$ cat src/dru_pkg.sv
package dru_pkg;

    // Field widths
    localparam int DIST_W          = 18;
    localparam int RATIO_FRAC_BITS = 16;
    localparam int TIME_W          = 32;
    localparam int SCALE_W         = 16;
    localparam int SCALE_FRAC      = 12;
    localparam int CASE_W          = 2;

    // Physical constants, speeds in Q.8 m/s
    localparam int MS_PER_S = 1000;
    localparam int MS_W     = $clog2(MS_PER_S + 1);
    localparam int SOUND_Q8 = 340 * 256;
    localparam int CLAMP_Q8 = 35 * 256;

    // Speed path: |d| * 1000 * scale, then drop the scale fraction
    localparam int PROD_W     = DIST_W + MS_W;
    localparam int NUM_FULL_W = PROD_W + SCALE_W;
    localparam int NUM_W      = NUM_FULL_W - SCALE_FRAC;
    localparam int SND_W      = $clog2(SOUND_Q8 + 1);
    localparam int SPD_QW     = $clog2(CLAMP_Q8 + 1);
    localparam int SUP_W      = TIME_W + SND_W;
    localparam int CLP_W      = TIME_W + SPD_QW;
    localparam int SPD_CMP_W  = NUM_W + TIME_W;

    // Ratio path: (SOUND << frac) / (SOUND +/- clamped speed)
    localparam int RATIO_W   = RATIO_FRAC_BITS + 1;
    localparam int DIVSR_W   = $clog2(SOUND_Q8 + CLAMP_Q8 + 1);
    localparam int RDIVD_W   = SND_W + RATIO_FRAC_BITS;
    localparam int RAT_CMP_W = RDIVD_W + DIVSR_W;

    localparam logic [RDIVD_W-1:0] RATIO_DIVIDEND = RDIVD_W'(SOUND_Q8) << RATIO_FRAC_BITS;
    localparam logic [RATIO_W-1:0] RATIO_ONE      = RATIO_W'(1) << RATIO_FRAC_BITS;

    // Result codes
    localparam logic [CASE_W-1:0] CASE_COMPUTED   = 2'd0;
    localparam logic [CASE_W-1:0] CASE_CAMERA     = 2'd1;
    localparam logic [CASE_W-1:0] CASE_DEGENERATE = 2'd2;
    localparam logic [CASE_W-1:0] CASE_SUPERSONIC = 2'd3;

    // Sideband that rides along the divider pipelines
    typedef struct packed {
        logic              away;
        logic              clamp;
        logic [CASE_W-1:0] code;
    } dru_side_t;

endpackage

$ cat src/dru_speed_div.sv
// Restoring divider, one quotient bit per stage: quot = num / den.
// Only exact when the true quotient is below 2**SPD_QW.
module dru_speed_div
(
    input  logic                         clk,
    input  logic                         rst_n,
    input  logic                         en,
    input  logic                         in_valid,
    input  logic [dru_pkg::NUM_W-1:0]    num,
    input  logic [dru_pkg::TIME_W-1:0]   den,
    input  dru_pkg::dru_side_t           in_side,
    output logic                         out_valid,
    output logic [dru_pkg::SPD_QW-1:0]   quot,
    output dru_pkg::dru_side_t           out_side
);

    localparam int NW = dru_pkg::NUM_W;
    localparam int TW = dru_pkg::TIME_W;
    localparam int QW = dru_pkg::SPD_QW;
    localparam int CW = dru_pkg::SPD_CMP_W;

    logic               valid_reg [QW];
    logic [QW-1:0]      q_reg     [QW];
    dru_pkg::dru_side_t side_reg  [QW];
    logic [NW-1:0]      rem_reg   [QW-1];
    logic [TW-1:0]      den_reg   [QW-1];

    for (genvar i = 0; i < QW; i++)
    begin : g_step
        localparam int B = QW - 1 - i;

        logic               valid_in;
        logic [NW-1:0]      rem_in;
        logic [TW-1:0]      den_in;
        logic [QW-1:0]      q_in;
        dru_pkg::dru_side_t side_in;
        logic [CW-1:0]      trial;
        logic               take;
        logic [NW-1:0]      rem_next;
        logic [QW-1:0]      q_next;

        if (i == 0)
        begin : g_head
            assign valid_in = in_valid;
            assign rem_in   = num;
            assign den_in   = den;
            assign q_in     = '0;
            assign side_in  = in_side;
        end
        else
        begin : g_tail
            assign valid_in = valid_reg[i-1];
            assign rem_in   = rem_reg[i-1];
            assign den_in   = den_reg[i-1];
            assign q_in     = q_reg[i-1];
            assign side_in  = side_reg[i-1];
        end

        assign trial = CW'(den_in) << B;
        assign take  = CW'(rem_in) >= trial;

        always_comb
        begin
            rem_next = rem_in;
            q_next   = q_in;
            if (take)
            begin
                rem_next = NW'(CW'(rem_in) - trial);
            end
            q_next[B] = take;
        end

        always_ff @(posedge clk or negedge rst_n)
        begin
            if (!rst_n)
            begin
                valid_reg[i] <= 1'b0;
            end
            else if (en)
            begin
                valid_reg[i] <= valid_in;
            end
        end

        always_ff @(posedge clk)
        begin
            if (en)
            begin
                q_reg[i]    <= q_next;
                side_reg[i] <= side_in;
            end
        end

        // last stage needs no remainder or divisor
        if (i < QW - 1)
        begin : g_keep
            always_ff @(posedge clk)
            begin
                if (en)
                begin
                    rem_reg[i] <= rem_next;
                    den_reg[i] <= den_in;
                end
            end
        end
    end

    assign out_valid = valid_reg[QW-1];
    assign quot      = q_reg[QW-1];
    assign out_side  = side_reg[QW-1];

endmodule

$ cat config.mk
export PLATFORM = sky130hd
export DESIGN_NAME = dru_speed_div
export DESIGN_NICKNAME = d
export VERILOG_FILES = /design/src/dru_pkg.sv /design/src/dru_speed_div.sv
export SDC_FILE = /design/constraint.sdc
export NUM_CORES = 2
export LEC_CHECK = 0
export BUFFER_PORTS_ARGS = -buffer_cell sky130_fd_sc_hd__buf_2
export CORE_ASPECT_RATIO = 1.25
export CORE_UTILIZATION = 57
export CTS_CLUSTER_DIAMETER = 60
export DETAILED_ROUTE_END_ITERATION = 10
export HOLD_SLACK_MARGIN = 0.02
export PLACE_DENSITY = 0.72
export SLEW_MARGIN = 40
export SYNTH_ARGS = -nofsm -noshare
export SYNTH_HDL_FRONTEND = slang
export SYNTH_SLANG_ARGS = --single-unit
$ cat constraint.sdc
create_clock -name clk -period 5.8 [get_ports clk]
set_input_delay 0.58 -clock clk [delete_from_list [all_inputs] [get_ports clk]]
set_output_delay 0.58 -clock clk [all_outputs]
set_load 0.02 [all_outputs]
==> impl.org <==
** Pwr
- Comb pwr share :: 0.154
- Of the total power, the share spent switching nets is 0.256.
- Cell area power density :: ~310 nW/µm²
- Worst vdd rail ir drop :: roughly 0.22 mV
- Of the total power, the clock network draws 0.353.
- The share of total power dissipated in sequential elements is 0.492.
- Summed over all nets, the switching power comes to between 0.004 and 0.005 W.
- The internal power of the cells totals 0.0133 W.
- Summed over all cells, the static leakage comes to 23.4 nW.

** CTS
- Clock tree from TritonCTS :: built
- The clock reaches the later pin of the worst-skew pair after 0.68 ns.
- Deepest clock path buffer count :: 3
- The clock tree synthesis step divided the H-tree into 3 levels.
- CTS saw between 1,000 and 1,500 sinks.
- Clock transition at the registers of the reported paths :: ~0.06 ns
- The root buffer cell chosen for the clock tree is clkbuf_16.
- Cts bufs inserted :: 100
- CTS resizes :: 0

** STA
- Setup TNS :: 0 ns
- The number of failing hold endpoints at the final stage is 0.
- Headroom to the max-slew limit came out at 0.367.
- Setup repair after global routing missed its margin :: false
- Derived from the worst setup path, the maximum achievable clock frequency is 230 MHz.
- Worst clock skew :: around 0.028 ns
- Setup violations remaining at the end of the flow were counted as 0.
- Worst Tran Pin Value :: between 0.9 and 1 ns
- Of the available clock period, the critical path in the final layout requires 0.749.
- Number of pins exceeding their max-slew limit in the final report :: 0
- Time the worst path needs with I/O delays and setup :: 4.35 ns

** Critical path
- Element type at the critical path start :: flip-flop
- Maximum single-stage delay on the critical path :: about 0.53 ns
- Along the worst path, the maximum fanout reaches roughly 40.
- The slowest stage of the critical path belongs to the cell o31ai_1.
- The critical path is of the flip-flop to flip-flop type.
- Critical path required time :: slightly above 6 ns
- Worst Setup End Kind :: flip-flop
- STA puts the critical path data arrival time at about 4.8 ns.
- Walking the worst path, the cells encountered are inv_1 -> ha_1 -> inv_1 -> fa_1 -> a211oi_1 -> nor2_1 -> o31ai_1 -> a221oi_1 -> a31oi_1 -> o21ai_2 -> o41ai_4 -> buf_4 -> mux2_2.
- Most frequent CP cell :: inv_1

** Layout
- In the final layout, the multi-input gates occupy roughly 20,000 µm².
- Proportion of layout cells with a drive suffix above 1 :: 0.109
- Sequential cell area :: just over 30,000 µm²
- Fill cells in the final layout number about 7,000.
- Final Net Count :: approximately 4,900
- Relative to the synthesized area, the layout overhead comes to 9.96%.
- The count of cells in the finished layout, fillers not included, comes to between 5,000 and 6,000.

** Yosys
- In the synthesized netlist, the cells that appear most often are 993 x edfxtp_1, 460 x inv_1, 357 x ha_1.
- In this run, synthesis produced a sequential element count of approximately 1,000.
- Proportion of synthesized flip-flops having asynchronous set or reset :: 0.0139
- Of the total synthesized cell area, the portion taken by AND, OR, NAND and NOR gates is 0.0784.
- Unique cell type count in the Yosys netlist :: 88
- When the netlist entered floorplanning its net count stood at 4,717.
- The synthesized netlist occupies a cell area of around 52,000 µm².
- Arithmetic-cell share of the synthesized area counting full adders, half adders and majority gates :: 0.0902
- Synthesis produced a netlist whose cell count is 4,275.
- In the synthesized netlist the dominant register cell turns out to be edfxtp_1.
- Multiplexer share of the synthesized area :: 0.0438
- The area fraction in compound gates after synthesis is 0.127.
- XOR/XNOR Fraction of Synth Area :: 0.0439
- Synth area leaders :: edfxtp_1 57%, ha_1 8.5%, mux2_2 3.4%, inv_1 3.3%, a21oi_1 2.8%
- The biggest area contributor in the post-synthesis netlist is edfxtp_1.
- The Yosys step of the flow raised 0 warnings.
- Of the post-synthesis cell area, the dominant cell type holds 0.569.
- Yosys mapped a number of flops with a built-in enable equal to roughly 990.
- Per-instance average area after synthesis :: 12.3 µm²
- Top-count cell post-synth :: edfxtp_1
- Largest family of logic cells by synthesized area :: compound AO/OA/AOI/OAI gates
- Sequential area share after synthesis :: 0.575

** Job
- Max-cap violations in this run came to 0.

** Placed design
- Once detailed placement completed, the half-perimeter wirelength came to between 80,000 and 90,000 µm.
- Number of buffer cells added on primary ports :: 90
- The congestion estimate from routability-driven global placement came to about 0.97.
- Number of cells after detailed placement :: 5,502

** GRT
- Antenna violations before repair :: 1
- Entering global routing, the biggest net connects 159 pins.
- First-pass GRT wire length :: about 170,000 µm
- Overflow after GRT :: 0
- Via count of the first global-routing pass :: 33,700
- Across every metal layer, demand over resource in global routing totals 0.230.

** Detailed routing
- First-pass iteration count of the detailed router :: 5
- After the first detailed-routing iteration, the DRC count stood at 1,433.
- After detailed routing, the number of remaining DRC violations is 0.
- Vias post-DR :: 32,700
- Total wire length after detailed routing :: between 100,000 and 150,000 µm
- Via density per instance :: roughly 5.7
- Drt wl/cell :: roughly 19 µm
- Antenna Violating Nets Remaining :: 0

** Floorplanning
- Initial core utilization :: 0.575
- Measured along the x axis, the die boundary spans between 200 and 300 µm.
- In this run the standard cell core region covers ~91,000 µm².
- 91 I/O pins were placed.
- Row generation in the floorplan step produced ~120 rows.
- Die Height :: 341 µm
- Die Area :: between 90,000 and 100,000 µm²

** Run status
- The run finished with clean final reports.

** Min path
- The min-delay analysis places its worst path in the category input pin to flip-flop.
cells by family (layout without fill, tap and decap cells):
family / after synthesis / in the layout
AOI/OAI and AO/OA: 1040 / 1040
xor gates and xnor gates: 263 / 263
adders and majority gates: 370 / 370
buffers and inverters: 553 / 774
DFF: 1007 / 1007
muxes: 204 / 204
other: 0 / 1
and+or+nand+nor: 838 / 838
worst max-delay path, delay by kind of cell (launching register included):
family	cells	cell delay (ns)
fa+ha+maj	2	0.59
buf+inv	3	0.55
flops	1	0.37
mux	1	0.38
compound gates	6	2.02
simple gates	1	0.13
worst paths after layout:
path | startpoint | slack [ns] | cells past startpoint | to
setup / recovery | rem_reg[3][9] | 1.45 | 13 | rem_reg[4][12]
hold / removal | num[3] | 0.08 | 1 | rem_reg[0][3]
setup reg to reg | rem_reg[3][9] | 1.45 | 13 | rem_reg[4][12]
hold reg to reg | side_reg[1][4] | 0.41 | 0 | side_reg[1][8]
max in group asynchronous | rst_n | 5.20 | 2 | g_step[12].valid_in
min in group asynchronous | rst_n | 0.36 | 2 | g_step[6].valid_in
area by class of cell:
type	count	share of cell area
inverters	462	0.0301
clock inverters	67	0.0111
flip-flops and latches	1007	0.523
multi-input cells	2715	0.350
repair buffers	125	0.0145
clock buffers	120	0.0447
well taps	1197	0.0260
diodes	1	0.0000434
routing by layer:
layer / track usage / routed length [µm]
met2: 0.477 / 61600
met5: 0 / 0
met1: 0.195 / 34800
met4: 0.163 / 7840
met3: 0.0229 / 2690
layout by cell type, fill, tap and decap left out, drive strengths merged, types with 10 or more instances in the layout:
cell | netlist | layout
a21oi | 291 | 291
inv | 462 | 465
buf | 27 | 123
a31oi | 37 | 37
nand2 | 266 | 266
a211oi | 29 | 29
edfxtp | 993 | 993
fa | 13 | 13
or4 | 11 | 11
o21a | 44 | 44
or2 | 13 | 13
clkinv | 0 | 49
and3 | 35 | 35
o31ai | 28 | 28
nand4 | 53 | 53
dfrtp | 14 | 14
mux2 | 184 | 184
xnor2 | 149 | 149
ha | 357 | 357
nand3 | 58 | 58
o21bai | 47 | 47
nor2b | 42 | 42
nor2 | 175 | 175
xor2 | 114 | 114
nand4b | 10 | 10
a2111oi | 10 | 10
and2 | 12 | 12
o21ai | 263 | 263
o2111ai | 12 | 12
a21o | 161 | 161
a221oi | 10 | 10
clkbuf | 64 | 121
nor3 | 50 | 50
nand2b | 36 | 36
nor4 | 39 | 39
mux2i | 20 | 20
a21boi | 11 | 11
o31a | 12 | 12
power groups by stage:
stage	sequential (W)	clock, W	combinational (W)
global placement	0.00894	0	0.00267
detailed placement	0.00896	0	0.00273
finish	0.00880	0.00631	0.00276
global route	0.00886	0.00671	0.00306
floorplan	0.00888	0	0.00196
CTS	0.00881	0.00645	0.00275
metrics by stage:
step	worst slack, ns	power (W)	utilization	instance area [µm²]	hold WS, ns
after floorplan	2.47	0.0108	-	52400	0.284
after global placement	1.51	0.0116	0.595	54300	0.400
after detailed placement	1.51	0.0117	0.596	54400	0.405
after CTS	1.48	0.0180	0.631	57600	0.0479
after global routing	1.38	0.0186	0.632	57700	0.0675
final	1.45	0.0179	0.632	57700	0.0842
timing repair:
item                                   4_1_cts  5_1_grt
buffers inserted                             0        0
setup endpoints to repair                    0        0
endpoints found under the hold margin       14        0
hold buffers                                 1        0
No activity file was read; power rests on OpenSTA's default activity.
