File: config.mk
export PLATFORM = sky130hd
export DESIGN_NAME = dru_ratio_div
export DESIGN_NICKNAME = d
export VERILOG_FILES = /design/src/dru_pkg.sv /design/src/dru_ratio_div.sv
export SDC_FILE = /design/constraint.sdc
export NUM_CORES = 1
export LEC_CHECK = 0
export CORE_MARGIN = 2
export CORE_UTILIZATION = 58
export DETAILED_ROUTE_END_ITERATION = 12
export DONT_BUFFER_PORTS = 1
export HOLD_SLACK_MARGIN = 0.15
export PLACE_DENSITY = 0.76
export SYNTH_ARGS = -nofsm -noshare
export SYNTH_HDL_FRONTEND = slang
export SYNTH_SLANG_ARGS = --single-unit
File: constraint.sdc
create_clock -name clk -period 3.1 [get_ports clk]
set_input_delay 0.31 -clock clk [delete_from_list [all_inputs] [get_ports clk]]
set_output_delay 0.31 -clock clk [all_outputs]
set_load 0.01 [all_outputs]
File: src/dru_pkg.sv
package dru_pkg;

    // Field widths
    localparam int DIST_W          = 18;
    localparam int RATIO_FRAC_BITS = 16;
    localparam int TIME_W          = 32;
    localparam int SCALE_W         = 16;
    localparam int SCALE_FRAC      = 12;
    localparam int CASE_W          = 2;

    // Physical constants, speeds in Q.8 m/s
    localparam int MS_PER_S = 1000;
    localparam int MS_W     = $clog2(MS_PER_S + 1);
    localparam int SOUND_Q8 = 340 * 256;
    localparam int CLAMP_Q8 = 35 * 256;

    // Speed path: |d| * 1000 * scale, then drop the scale fraction
    localparam int PROD_W     = DIST_W + MS_W;
    localparam int NUM_FULL_W = PROD_W + SCALE_W;
    localparam int NUM_W      = NUM_FULL_W - SCALE_FRAC;
    localparam int SND_W      = $clog2(SOUND_Q8 + 1);
    localparam int SPD_QW     = $clog2(CLAMP_Q8 + 1);
    localparam int SUP_W      = TIME_W + SND_W;
    localparam int CLP_W      = TIME_W + SPD_QW;
    localparam int SPD_CMP_W  = NUM_W + TIME_W;

    // Ratio path: (SOUND << frac) / (SOUND +/- clamped speed)
    localparam int RATIO_W   = RATIO_FRAC_BITS + 1;
    localparam int DIVSR_W   = $clog2(SOUND_Q8 + CLAMP_Q8 + 1);
    localparam int RDIVD_W   = SND_W + RATIO_FRAC_BITS;
    localparam int RAT_CMP_W = RDIVD_W + DIVSR_W;

    localparam logic [RDIVD_W-1:0] RATIO_DIVIDEND = RDIVD_W'(SOUND_Q8) << RATIO_FRAC_BITS;
    localparam logic [RATIO_W-1:0] RATIO_ONE      = RATIO_W'(1) << RATIO_FRAC_BITS;

    // Result codes
    localparam logic [CASE_W-1:0] CASE_COMPUTED   = 2'd0;
    localparam logic [CASE_W-1:0] CASE_CAMERA     = 2'd1;
    localparam logic [CASE_W-1:0] CASE_DEGENERATE = 2'd2;
    localparam logic [CASE_W-1:0] CASE_SUPERSONIC = 2'd3;

    // Sideband that rides along the divider pipelines
    typedef struct packed {
        logic              away;
        logic              clamp;
        logic [CASE_W-1:0] code;
    } dru_side_t;

endpackage

File: src/dru_ratio_div.sv
// Restoring divider for the ratio, one quotient bit per stage:
// quot = RATIO_DIVIDEND / divisor.
module dru_ratio_div
(
    input  logic                          clk,
    input  logic                          rst_n,
    input  logic                          en,
    input  logic                          in_valid,
    input  logic [dru_pkg::DIVSR_W-1:0]   divisor,
    input  dru_pkg::dru_side_t            in_side,
    output logic                          out_valid,
    output logic [dru_pkg::RATIO_W-1:0]   quot,
    output dru_pkg::dru_side_t            out_side
);

    localparam int RW = dru_pkg::RDIVD_W;
    localparam int DW = dru_pkg::DIVSR_W;
    localparam int QW = dru_pkg::RATIO_W;
    localparam int CW = dru_pkg::RAT_CMP_W;

    logic               valid_reg [QW];
    logic [QW-1:0]      q_reg     [QW];
    dru_pkg::dru_side_t side_reg  [QW];
    logic [RW-1:0]      rem_reg   [QW-1];
    logic [DW-1:0]      dsr_reg   [QW-1];

    for (genvar i = 0; i < QW; i++)
    begin : g_step
        localparam int B = QW - 1 - i;

        logic               valid_in;
        logic [RW-1:0]      rem_in;
        logic [DW-1:0]      dsr_in;
        logic [QW-1:0]      q_in;
        dru_pkg::dru_side_t side_in;
        logic [CW-1:0]      trial;
        logic               take;
        logic [RW-1:0]      rem_next;
        logic [QW-1:0]      q_next;

        if (i == 0)
        begin : g_head
            assign valid_in = in_valid;
            assign rem_in   = dru_pkg::RATIO_DIVIDEND;
            assign dsr_in   = divisor;
            assign q_in     = '0;
            assign side_in  = in_side;
        end
        else
        begin : g_tail
            assign valid_in = valid_reg[i-1];
            assign rem_in   = rem_reg[i-1];
            assign dsr_in   = dsr_reg[i-1];
            assign q_in     = q_reg[i-1];
            assign side_in  = side_reg[i-1];
        end

        assign trial = CW'(dsr_in) << B;
        assign take  = CW'(rem_in) >= trial;

        always_comb
        begin
            rem_next = rem_in;
            q_next   = q_in;
            if (take)
            begin
                rem_next = RW'(CW'(rem_in) - trial);
            end
            q_next[B] = take;
        end

        always_ff @(posedge clk or negedge rst_n)
        begin
            if (!rst_n)
            begin
                valid_reg[i] <= 1'b0;
            end
            else if (en)
            begin
                valid_reg[i] <= valid_in;
            end
        end

        always_ff @(posedge clk)
        begin
            if (en)
            begin
                q_reg[i]    <= q_next;
                side_reg[i] <= side_in;
            end
        end

        if (i < QW - 1)
        begin : g_keep
            always_ff @(posedge clk)
            begin
                if (en)
                begin
                    rem_reg[i] <= rem_next;
                    dsr_reg[i] <= dsr_in;
                end
            end
        end
    end

    assign out_valid = valid_reg[QW-1];
    assign quot      = q_reg[QW-1];
    assign out_side  = side_reg[QW-1];

endmodule

==> results of run 1 <==
worst register-to-register path: stages (launching register included):
cell and delay [ns]:
edfxtp_1 0.41, inv_2 0.10, ha_4 0.21, a21o_1 0.17
buf_6 0.12, or3_4 0.32, o21a_1 0.20, a221o_1 0.33
and3_4 0.20, or4_4 0.55, nor3_2 0.16, xor2_1 0.09
final cells by class:
| cell class | count | area [µm²] |
|---|---|---|
| sequential | 902 | 27000 |
| fill | 5635 | 25720 |
| multi-input combinational | 2528 | 18290 |
| clock buffer | 109 | 2472 |
| timing repair buffer | 255 | 2205 |
| tap | 1050 | 1314 |
| inverter | 347 | 1303 |
| clock inverter | 68 | 824.5 |
cell usage in the layout (no fill, tap or decap), types with 96 or more instances in the layout:
| cell type | n |
|---|---|
| xnor2_1 | 180 |
| edfxtp_1 | 885 |
| ha_1 | 264 |
| xor2_1 | 142 |
| clkbuf_16 | 97 |
| o21ai_0 | 198 |
| nor2_1 | 244 |
| a21oi_1 | 262 |
| inv_1 | 343 |
| nand2_1 | 240 |
| buf_4 | 198 |
| a21o_1 | 96 |
cells by family (layout without fill, tap and decap cells):
logic type | after synthesis | count (layout) | share of synthesized area (%)
AND/OR/NAND/NOR | 965 | 965 | 10.34
flip-flops | 902 | 902 | 58.21
multiplexers | 85 | 85 | 2.056
XOR/XNOR | 322 | 322 | 6.080
adder cells (fa/ha/maj) | 287 | 287 | 7.985
buffers and inverters | 419 | 779 | 3.450
AO/OA/AOI/OAI | 869 | 869 | 11.87
repair_timing:
action | 4_1_cts | 5_1_grt
hold endpoints to repair | 659 | 142
pin swaps | 3 | 19
resized for setup | 13 | 98
endpoints found under the setup margin | 28 | 137
setup buffers | 3 | 6
power groups by stage:
stage | combinational, mW | clock, mW | sequential (mW)
floorplan | 11.8 | 0 | 18.2
global placement | 15.6 | 0 | 18.9
detailed placement | 15.9 | 0 | 18.9
CTS | 16.2 | 12.0 | 18.7
global route | 18.7 | 12.5 | 19.0
finish | 17.0 | 11.8 | 18.7
metal layers:
layer / GRT usage, % / vias to the layer above
li1: - / 14793
met1: 29.01 / 14609
met2: 40.01 / 810
met3: 3.087 / 247
met4: 9.167 / 0
met5: 0 / -
worst max path at each step:
stage / end
global placement: rem_reg[1][228]
global route: rem_reg[1][225]
detailed placement: rem_reg[1][228]
CTS: rem_reg[1][229]
floorplan: rem_reg[1][228]
finish: rem_reg[1][225]
==> metrics, run 1 <==
Buffers on Ports=0; Met2 Routed Length=47.09 mm; CP max FO=5; final design utilization=67.49%; Num CTS Buffers=97; setup repair after global routing missed its margin=yes; Net Count, Synth=4161; Rows=103; CP max stage delay=0.55 ns; Netlist cell types=90; hold path startpoint=en; Reg2Reg Depth=11; 1st-pass router iterations=6; final max-slew violation count=219; setup ws final=-0.03643 ns; slew at the pin closest to its max-slew limit=1.598 ns; worst endpoint required time=3.52 ns; EDFF count, synth=885; Sw Ratio=33.23%; Clock Skew=0.05633 ns; CP cell instances=inv_2 > ha_4 > a21o_1 > buf_6 > or3_4 > o21a_1 > a221o_1 > and3_4 > or4_4 > nor3_2 > xor2_1; final hold vios=132; max_slew headroom=-6.517%; Final Cycle Share=101.2%; clock buffer depth=3; Comb pwr share=35.7%; area of the die=0.08225 mm²; Worst-path clk slew=0.06 ns; Syn Area/Cell=12.05 µm²; total number of vias=30459; CORE AREA=0.07913 mm²; Synth top cells by count=edfxtp_1 (885), inv_1 (345), ha_1 (272); Routed WL=94.73 mm; post-synthesis cell area=0.04638 mm²; post-place setup slack=-0.2424 ns; Via density=5.792; dpl cell area=0.04904 mm²; most common cell in the netlist=edfxtp_1; Seq pwr share=39.5%; reg2reg start=dsr_reg[1][89]; cell-internal power=31.69 mW; Crit path buffers/inverters=2; area added between synthesis and finish=15.14%; Yosys top cell area share=57.30%; CTS H-tree depth=3; Critical R2R Capture=rem_reg[1][225]; Switch Pwr=15.77 mW; CP top delay family=simple AND/OR/NAND/NOR gates; CTS tree=yes; top cells by area, synth=edfxtp_1 (57%), ha_1 (7.3%), xnor2_1 (3.4%); WHS=-0.2174 ns; Die H=286.8 µm; final setup vio count=2; Lkg Pwr=20.79 nW; sequential area share after synthesis=58.21%; dpl hpwl=65.56 mm; HP Class=in -> reg; hold buffers post-CTS=41; DRC=0; first-pass GRT wire length=151.8 mm; clk sinks=902; final net count=4443; layout cells sized above 1=13.52%; VDD IR max=0.4997 mV; PwrDens=888.6 mW/mm²; Met3 Wirelength=4.023 mm; Post-Route M1 WL=39.79 mm; Final Wtd Congestion=0.9659; hold endpoint=side_reg[0][0]; clk root buf=clkbuf_16; Layout Cells excl Fill=5259; Yosys reg bits=902; crit end category=register; WP data arrival=3.56 ns; Antenna Cells=0; design area=0.05341 mm²; Power Total=47.46 mW; DR top layer=met4; failing checks=hold timing, slew limit, setup timing; max reg flops=392; Detailed Route Iter0 Violations=2391; R2R Setup Slk=-0.04 ns; Initial Util=58.62%; post-synth top area cell=edfxtp_1; worst hold path depth=0; Post-Synthesis Cells=3849; Worst setup startpoint=dsr_reg[1][89]; CP Class=reg -> reg; Final min period=3.136 ns; number of global-route vias before repair=29970; ys flop type=edfxtp_1; Critical-path top delay cell=or4_4; routed len/inst=18.01 µm; status=finished with violations; WP depth=11; Die Wd=286.8 µm; clock share of power=24.8%; antenna violations before repair=0; largest net degree at the start of global routing=903; max-cap violation count=0; placed insts=5029; startpoint types=register; post-route ant nets=0; YS warnings=0; Global Route Usage Sum=22.93%; Async SR Flop Fraction=1.885%; setup TNS=-0.03972 ns; fmax=318.8 MHz; io pins=47; clk_lat worst skew=0.69 ns; total congestion overflow=0
No activity file was read; power rests on OpenSTA's default activity.
==> inputs of run 2 (changes only) <==
Settings changed: CORE_ASPECT_RATIO from default to 1.75, CTS_CLUSTER_DIAMETER from default to 40.
==> run 2 against run 1 <==
Non-clock buffer count increased by 259. Hold slack improved by 0.47 ns. Clock power about the same. The flow finishes with violations (slew limit, setup timing). Clock skew decreased by 0.034 ns. Register-to-register slack got worse by 0.12 ns. Critical endpoint unchanged. Flip-flop and latch count unchanged. Via count increased by 5.6%. Setup slack got worse by 0.12 ns. Fmax decreased by 3.6%. Critical path depth decreased by 1. Final cell count increased by 5.0%. Routed wire length increased by 22%.
==> metrics, run 2 (same netlist as run 1, synthesis figures left out) <==
status=finished with violations; failing checks=slew limit, setup timing; Crit path buffers/inverters=1 (-1); dpl hpwl=83.86 mm (+28%); setup TNS=-0.2941 ns (-0.2544 ns); Final min period=3.253 ns (+0.1170 ns); Lkg Pwr=22.22 nW (+6.9%); Reg2Reg Depth=10 (-1); WP depth=10 (-1); CP top delay family=simple AND/OR/NAND/NOR gates; first-pass GRT wire length=173.8 mm (+14%); VDD IR max=0.6909 mV (+38%); Antenna Cells=0 (unchanged); startpoint types=register; CTS tree=yes; clk sinks=902 (unchanged); Sw Ratio=34.82% (+1.6 points); CP max stage delay=0.57 ns (+0.02 ns); Comb pwr share=39.1% (+3.4 points); WHS=0.2557 ns (+0.4731 ns); layout cells sized above 1=20.54% (+7.0 points); area of the die=0.08234 mm² (+0.11%); crit path capture=rem_reg[1][225]; CP cell instances=inv_1 > ha_1 > a21o_1 > or3_4 > o21a_4 > a221o_1 > and3_4 > or4_4 > nor3_4 > xor2_1; WP data arrival=3.69 ns (+0.13 ns); DRC=0 (unchanged); Critical-path top delay cell=or4_4; total number of vias=32163 (+5.6%); most common cell after layout, fill and taps aside=edfxtp_1; Worst-path clk slew=0.06 ns (about the same); CP max FO=5 (unchanged); PwrDens=902.7 mW/mm² (+1.6%); cell-internal power=33.02 mW (+4.2%); slew at the pin closest to its max-slew limit=1.939 ns (+0.3409 ns); clk_lat worst skew=0.70 ns (about the same); total congestion overflow=0 (unchanged); Buffers on Ports=0 (unchanged); placed insts=5237 (+4.1%); crit end category=register; io pins=47 (unchanged); design area=0.05612 mm² (+5.1%); max-cap violation count=0 (unchanged); Global Route Usage Sum=28.07% (+5.1 points); routed len/inst=20.99 µm (+17%); Die Wd=217.8 µm (-24%); setup ws final=-0.1534 ns (-0.1170 ns); Routed WL=115.9 mm (+22%); Rows=137 (+33%); Critical R2R Capture=rem_reg[1][225]; Clock Skew=0.02230 ns (-0.03403 ns); Via density=5.827 (+0.60%); final net count=4705 (+5.9%); Initial Util=58.32% (-0.30 points); worst endpoint required time=3.53 ns (about the same); reg2reg start=dsr_reg[1][89]; CTS H-tree depth=3 (unchanged); max reg flops=392 (unchanged); clock share of power=23.8% (-1.0 points); Final Cycle Share=104.9% (+3.8 points); Detailed Route Iter0 Violations=1695 (-29%); final max-slew violation count=194 (-11%); dpl cell area=0.05072 mm² (+3.4%); R2R Setup Slk=-0.15 ns (-0.12 ns); fmax=307.4 MHz (-3.6%); final setup vio count=4 (+2); Seq pwr share=37.0% (-2.5 points); CORE AREA=0.07954 mm² (+0.52%); Layout Cells excl Fill=5520 (+5.0%); HP Class=in -> reg; clock buffer depth=3 (unchanged); area added between synthesis and finish=21.00%; final hold vios=0 (-100%); Multi-input gate area=0.01882 mm² (+2.9%); antenna violations before repair=1 (+1); post-route ant nets=0 (unchanged); Final Wtd Congestion=0.9959 (+3.1%); Num CTS Buffers=100 (+3.1%); Worst setup startpoint=dsr_reg[1][89]; CP Class=reg -> reg; max_slew headroom=-29.24% (-23 points); clk root buf=clkbuf_16; fill count=5509 (-2.2%); 1st-pass router iterations=5 (-1); largest net degree at the start of global routing=903 (unchanged); Switch Pwr=17.64 mW (+12%); setup repair after global routing missed its margin=yes; Die H=378.1 µm (+32%); most frequent cells in the layout=edfxtp_1 (885), buf_4 (434), inv_1 (341); Sequential Area=0.02700 mm² (unchanged); number of global-route vias before repair=34055 (+14%)
==> run 2: changes by cell type in the layout (fill, tap and decap cells not counted), moves of 10 or more <==
| cell | delta |
|---|---|
| buf_4 | +236 |
| clkinv_1 | -16 |
| inv_6 | +16 |
| clkinv_4 | +15 |
| buf_6 | +12 |
| o21ai_0 | -12 |
| a21oi_1 | -11 |
| ha_4 | +11 |
| ha_1 | -10 |
==> run 2: final cells by class <==
| type | count | area share (%) |
|---|---|---|
| timing repair buffer | 514 | 7.700 |
| clock inverter | 71 | 1.340 |
| inverter | 347 | 2.321 |
| clock buffer | 116 | 4.680 |
| tap | 1042 | 2.323 |
| multi-input combinational | 2528 | 33.53 |
| sequential | 902 | 48.11 |
==> run 2: repair_timing <==
action,4_1_cts,5_1_grt
gates resized for setup,64,162
hold endpoints to repair,457,14
pin swaps,17,47
buffers inserted,25,25
endpoints found under the setup margin,124,213
gates cloned,0,1
hold buffers,41,1
==> run 2: metal layers <==
metal	track usage, %	routed length (µm)
met5	0	0
met4	28.05	13470
met3	4.586	3632
met2	58.16	68340
met1	19.25	30420
==> run 2: worst min path at each step <==
stage / depth (start not counted) / slack [ns] / to / startpoint
floorplan: 0 / 0.01 / g_step[10].valid_in / rst_n
global placement: 0 / 0.01 / g_step[1].valid_in / rst_n
detailed placement: 0 / 0.01 / g_step[1].valid_in / rst_n
CTS: 0 / -0.27 / side_reg[0][2] / en
global route: 1 / 0.22 / side_reg[0][0] / in_side[0]
finish: 1 / 0.26 / side_reg[0][0] / in_side[0]
==> run 2: metrics by stage <==
step | worst slack [ns] | power [mW] | util, %
6_report | -0.1534 | 50.66 | 70.56
3_5_place_dp | -0.3154 | 37.09 | 63.77
5_1_grt | -0.2308 | 53.26 | 70.56
3_3_place_gp | -0.3129 | 36.59 | 63.77
4_1_cts | -0.05068 | 49.69 | 69.14
2_1_floorplan | 0.08333 | 30.01 | -
==> run 2: power groups by stage <==
stage	combinational [mW]	sequential, mW	clock, mW
floorplan	11.8	18.2	0
global placement	17.8	18.8	0
detailed placement	18.2	18.9	0
CTS	18.8	18.7	12.3
global route	21.5	19.0	12.7
finish	19.8	18.8	12.1
==> run 2: worst register-to-register path: cells and delay by family, from the launching register on <==
kind,cells,cell delay (ns)
buf+inv,1,0.06
compound gates,3,0.82
xor+xnor,1,0.10
flops,1,0.37
fa+ha+maj,1,0.33
simple gates,4,1.35
